===== src/rtl/core/eftr_ram.sv =====
`default_nettype none

module eftr_ram #(
  parameter int WIDTH = 8,
  parameter int DEPTH = 64
) (
  input  logic                     clk,
  input  logic                     we,
  input  logic [$clog2(DEPTH)-1:0] waddr,
  input  logic [WIDTH-1:0]         wdata,
  input  logic                     re,
  input  logic [$clog2(DEPTH)-1:0] raddr,
  output logic [WIDTH-1:0]         rdata
);

  logic [WIDTH-1:0] mem [DEPTH];

  // One write port and one registered read port; read data holds between reads.
  always_ff @(posedge clk) begin
    if (we) begin
      mem[waddr] <= wdata;
    end
    if (re) begin
      rdata <= mem[raddr];
    end
  end

endmodule

`default_nettype wire


===== config.mk =====
export PLATFORM = sky130hd
export DESIGN_NAME = eftr_ram
export DESIGN_NICKNAME = d
export VERILOG_FILES = /design/src/rtl/core/eftr_ram.sv
export SDC_FILE = /design/constraint.sdc
export NUM_CORES = 1
export LEC_CHECK = 0
export ABC_CLOCK_PERIOD_IN_PS = 3200
export BUFFER_PORTS_ARGS = -buffer_cell sky130_fd_sc_hd__buf_4
export CAP_MARGIN = 20
export CORE_AREA = 2 2 228 230
export DETAILED_ROUTE_END_ITERATION = 7
export DIE_AREA = 0 0 230 232
export PLACE_DENSITY = 0.66
export SYNTH_ARGS = -nofsm -noshare
export SYNTH_HDL_FRONTEND = slang
export SYNTH_SLANG_ARGS = --single-unit

===== constraint.sdc =====
create_clock -name clk -period 3.2 [get_ports clk]
set_input_delay 0.64 -clock clk [delete_from_list [all_inputs] [get_ports clk]]
set_output_delay 0.64 -clock clk [all_outputs]
set_load 0.005 [all_outputs]

==> flow_summary.ini <==
[outcome]
status = complete, no violations

[worst_setup_path]
cp-start-kind = primary input
arrival_ps = 2820
cp-end-kind = flip-flop
r2r_cells = 5
r2r-start = mem[47][0]
critPathKind = in -> reg
required_ps = 3490
reg2reg_to = rdata[0]
rrSetupSlack_ps = 1000
path_max_fanout = 30

[cts]
cts_resized = 0
cts_setup_buffers = 0
cts_sinks = 520
cts.clk_slew.worst_paths_ps = 60
clock_latency_ps = 570
hold_buffers = 0
clockBufferDepth = 3
root_buffer = clkbuf_16
cts_max_level = 2
cts_tree = built
numCtsBuffers = 50

[synth]
synth_nets = 963
synth_area_um2 = 20250
synth-edff-count = 520
synth.top_cell.area_share_pct = 77.12
synth_area_per_cell_um2 = 21.54
ys_top_cells_by_area = edfxtp_1 (77%), mux4_2 (14%), nor2_1 (1.5%), mux2i_1 (1.1%), mux2_2 (0.72%)
yosysTopAreaCell = edfxtp_1
synthArstFlopShare_pct = 0
yosys_register_bits = 520
synth_flop_cell = edfxtp_1
yosysWarnings = 0
synth_cell_type_count = 39
syn_inst = 940
ys_seq_area_share_pct = 77.12

[detailed_routing]
wire_per_inst_um = 25.03
drt_wl_total_mm = 44.54
postRouteAntennaNets = 0
via_count = 9757
drt-vias-per-instance = 5.485
met1Wirelength_mm = 18.94
drtPass1Iterations = 5
dr_wl_met2_mm = 22.08
post-route-drc-count = 0
route.top_layer_used = met4
initialDrtViolationCount = 1023
wl_met3_mm = 2.432

[floorplanning]
ios = 31
core_um2 = 50890
start_util_pct = 39.79
die_h_um = 232
die_x_um = 230
die-area_um2 = 53360
fp-row-count = 83

[layout]
final_cell_mix = edfxtp_1 (520), mux4_2 (126), buf_4 (112)
antenna_cells = 0
multi_input_area_um2 = 4315
fill_cells = 4215
drive_gt1_share_pct = 30.39
final_common_cell = edfxtp_1
final_net_count = 1085
syn_to_final_growth_pct = 15.78
fin_area_um2 = 23440
seqCellArea_um2 = 15620

[power_and_ir_drop]
p_per_area_nw_per_um2 = 605.4
pwr-share-seq_pct = 53.4
clkPwrFrac_pct = 41.6
peakVddDrop_mv = 0.4176
p_sw_share_pct = 20.22
finalPower_uw = 14190
power.leakage_uw = 0.007427
switching_power_uw = 2870
intPower_uw = 11320
pwr-share-comb_pct = 5.0

[timing]
rsz0062_at_grt = no
finalSetupViolCount = 0
final.min_clock_period_ps = 2530
worst_pin_slew_ps = 710.5
fmax_ghz = 0.3952
holdWs_ps = 427.0
final-hold-violation-count = 0
slew_viol_final = 0
setup_ws_ps = 669.7
relSlewSlack_pct = 52.20
period_share_pct = 79.07
final.setup_skew_ps = 17.84
setup_tns_ps = 0

[global_route]
grt_pass1_wl_mm = 66.17
grt_overflow = 0
grt_max_degree = 65
grt_usage_pct = 16.94
grt_pass1_vias = 9984
antenna_found_initial = 0

[worst_hold_path]
hold_start = re
hp-class = in -> reg
whs_path_depth = 1
hold_path_end = rdata[0]

[placed_design]
dpl.hpwl_mm = 27.73
finalWeightedCongestion = 0.7913
dp_slack_ps = 62.82
placed_area_um2 = 21800
port_buffers = 30

[job]
maxCapViolations = 0
==> cell type report <==
class | instances | share of cell area, %
clock buffer | 60 | 5.770
clock inverter | 29 | 1.254
multi-input combinational | 369 | 18.41
sequential | 520 | 66.61
tap | 680 | 3.629
timing repair buffer | 121 | 4.329
==> power groups by stage <==
stage	clock network [µW]	registers (µW)	logic, µW
CTS	6000	7580	722
detailed placement	0	7720	721
floorplan	0	7710	402
global placement	0	7720	708
global route	6260	7580	762
finish	5910	7580	711
==> stage by stage <==
step,utilization (%),std cells
finish,46.07,1779
global route,46.07,1779
CTS,46.07,1779
detailed placement,42.83,1690
global placement,42.83,1690
floorplan,-,940
==> flip-flops by register name, summed over array words and instances, names as in the netlist <==
name	cells
rdata	8
mem	512
==> critical path, cell delays in order <==
cell	delay, ps
clkbuf_8	350
buf_12	240
mux4_2	530
mux4_2	530
o21ai_0	370
nand2_1	110
==> routing by layer <==
| metal | GRT usage (%) | vias to the layer above |
|---|---|---|
| met3 | 2.419 | 60 |
| met2 | 28.25 | 322 |
| li1 | - | 4175 |
| met5 | 0 | - |
| met4 | 5.040 | 0 |
| met1 | 23.30 | 5200 |
==> synthesized netlist by cell type, drive strengths merged (3+ instances only) <==
library cell,number
a211oi,4
buf,34
nand2,19
mux2,13
mux4,126
nand2b,7
a21oi,3
nand3,13
nand3b,3
a22oi,3
a221oi,6
o2bb2ai,3
nor2b,14
clkbuf,17
mux2i,23
nor3,7
o21ai,4
edfxtp,520
o22ai,8
nor2,83
o221ai,8
o2111ai,3
==> worst max-delay path by stage <==
stage,depth (start not counted),to,from,slack [ps]
after floorplan,7,rdata[3],raddr[1],750
after global placement,6,rdata[7],raddr[0],40
after detailed placement,6,rdata[7],raddr[0],60
after CTS,6,rdata[7],raddr[0],660
after global routing,6,rdata[7],raddr[0],630
final,6,rdata[7],raddr[0],670
==> cell families (layout without fill, tap and decap cells) <==
family	Yosys count	count (layout)	synth area share [%]
AOI/OAI and AO/OA	54	54	2.064
muxes	162	162	15.88
buffers and inverters	51	210	1.563
and+or+nand+nor	153	153	3.374
DFF	520	520	77.12
(Power assumes the default switching activity.)
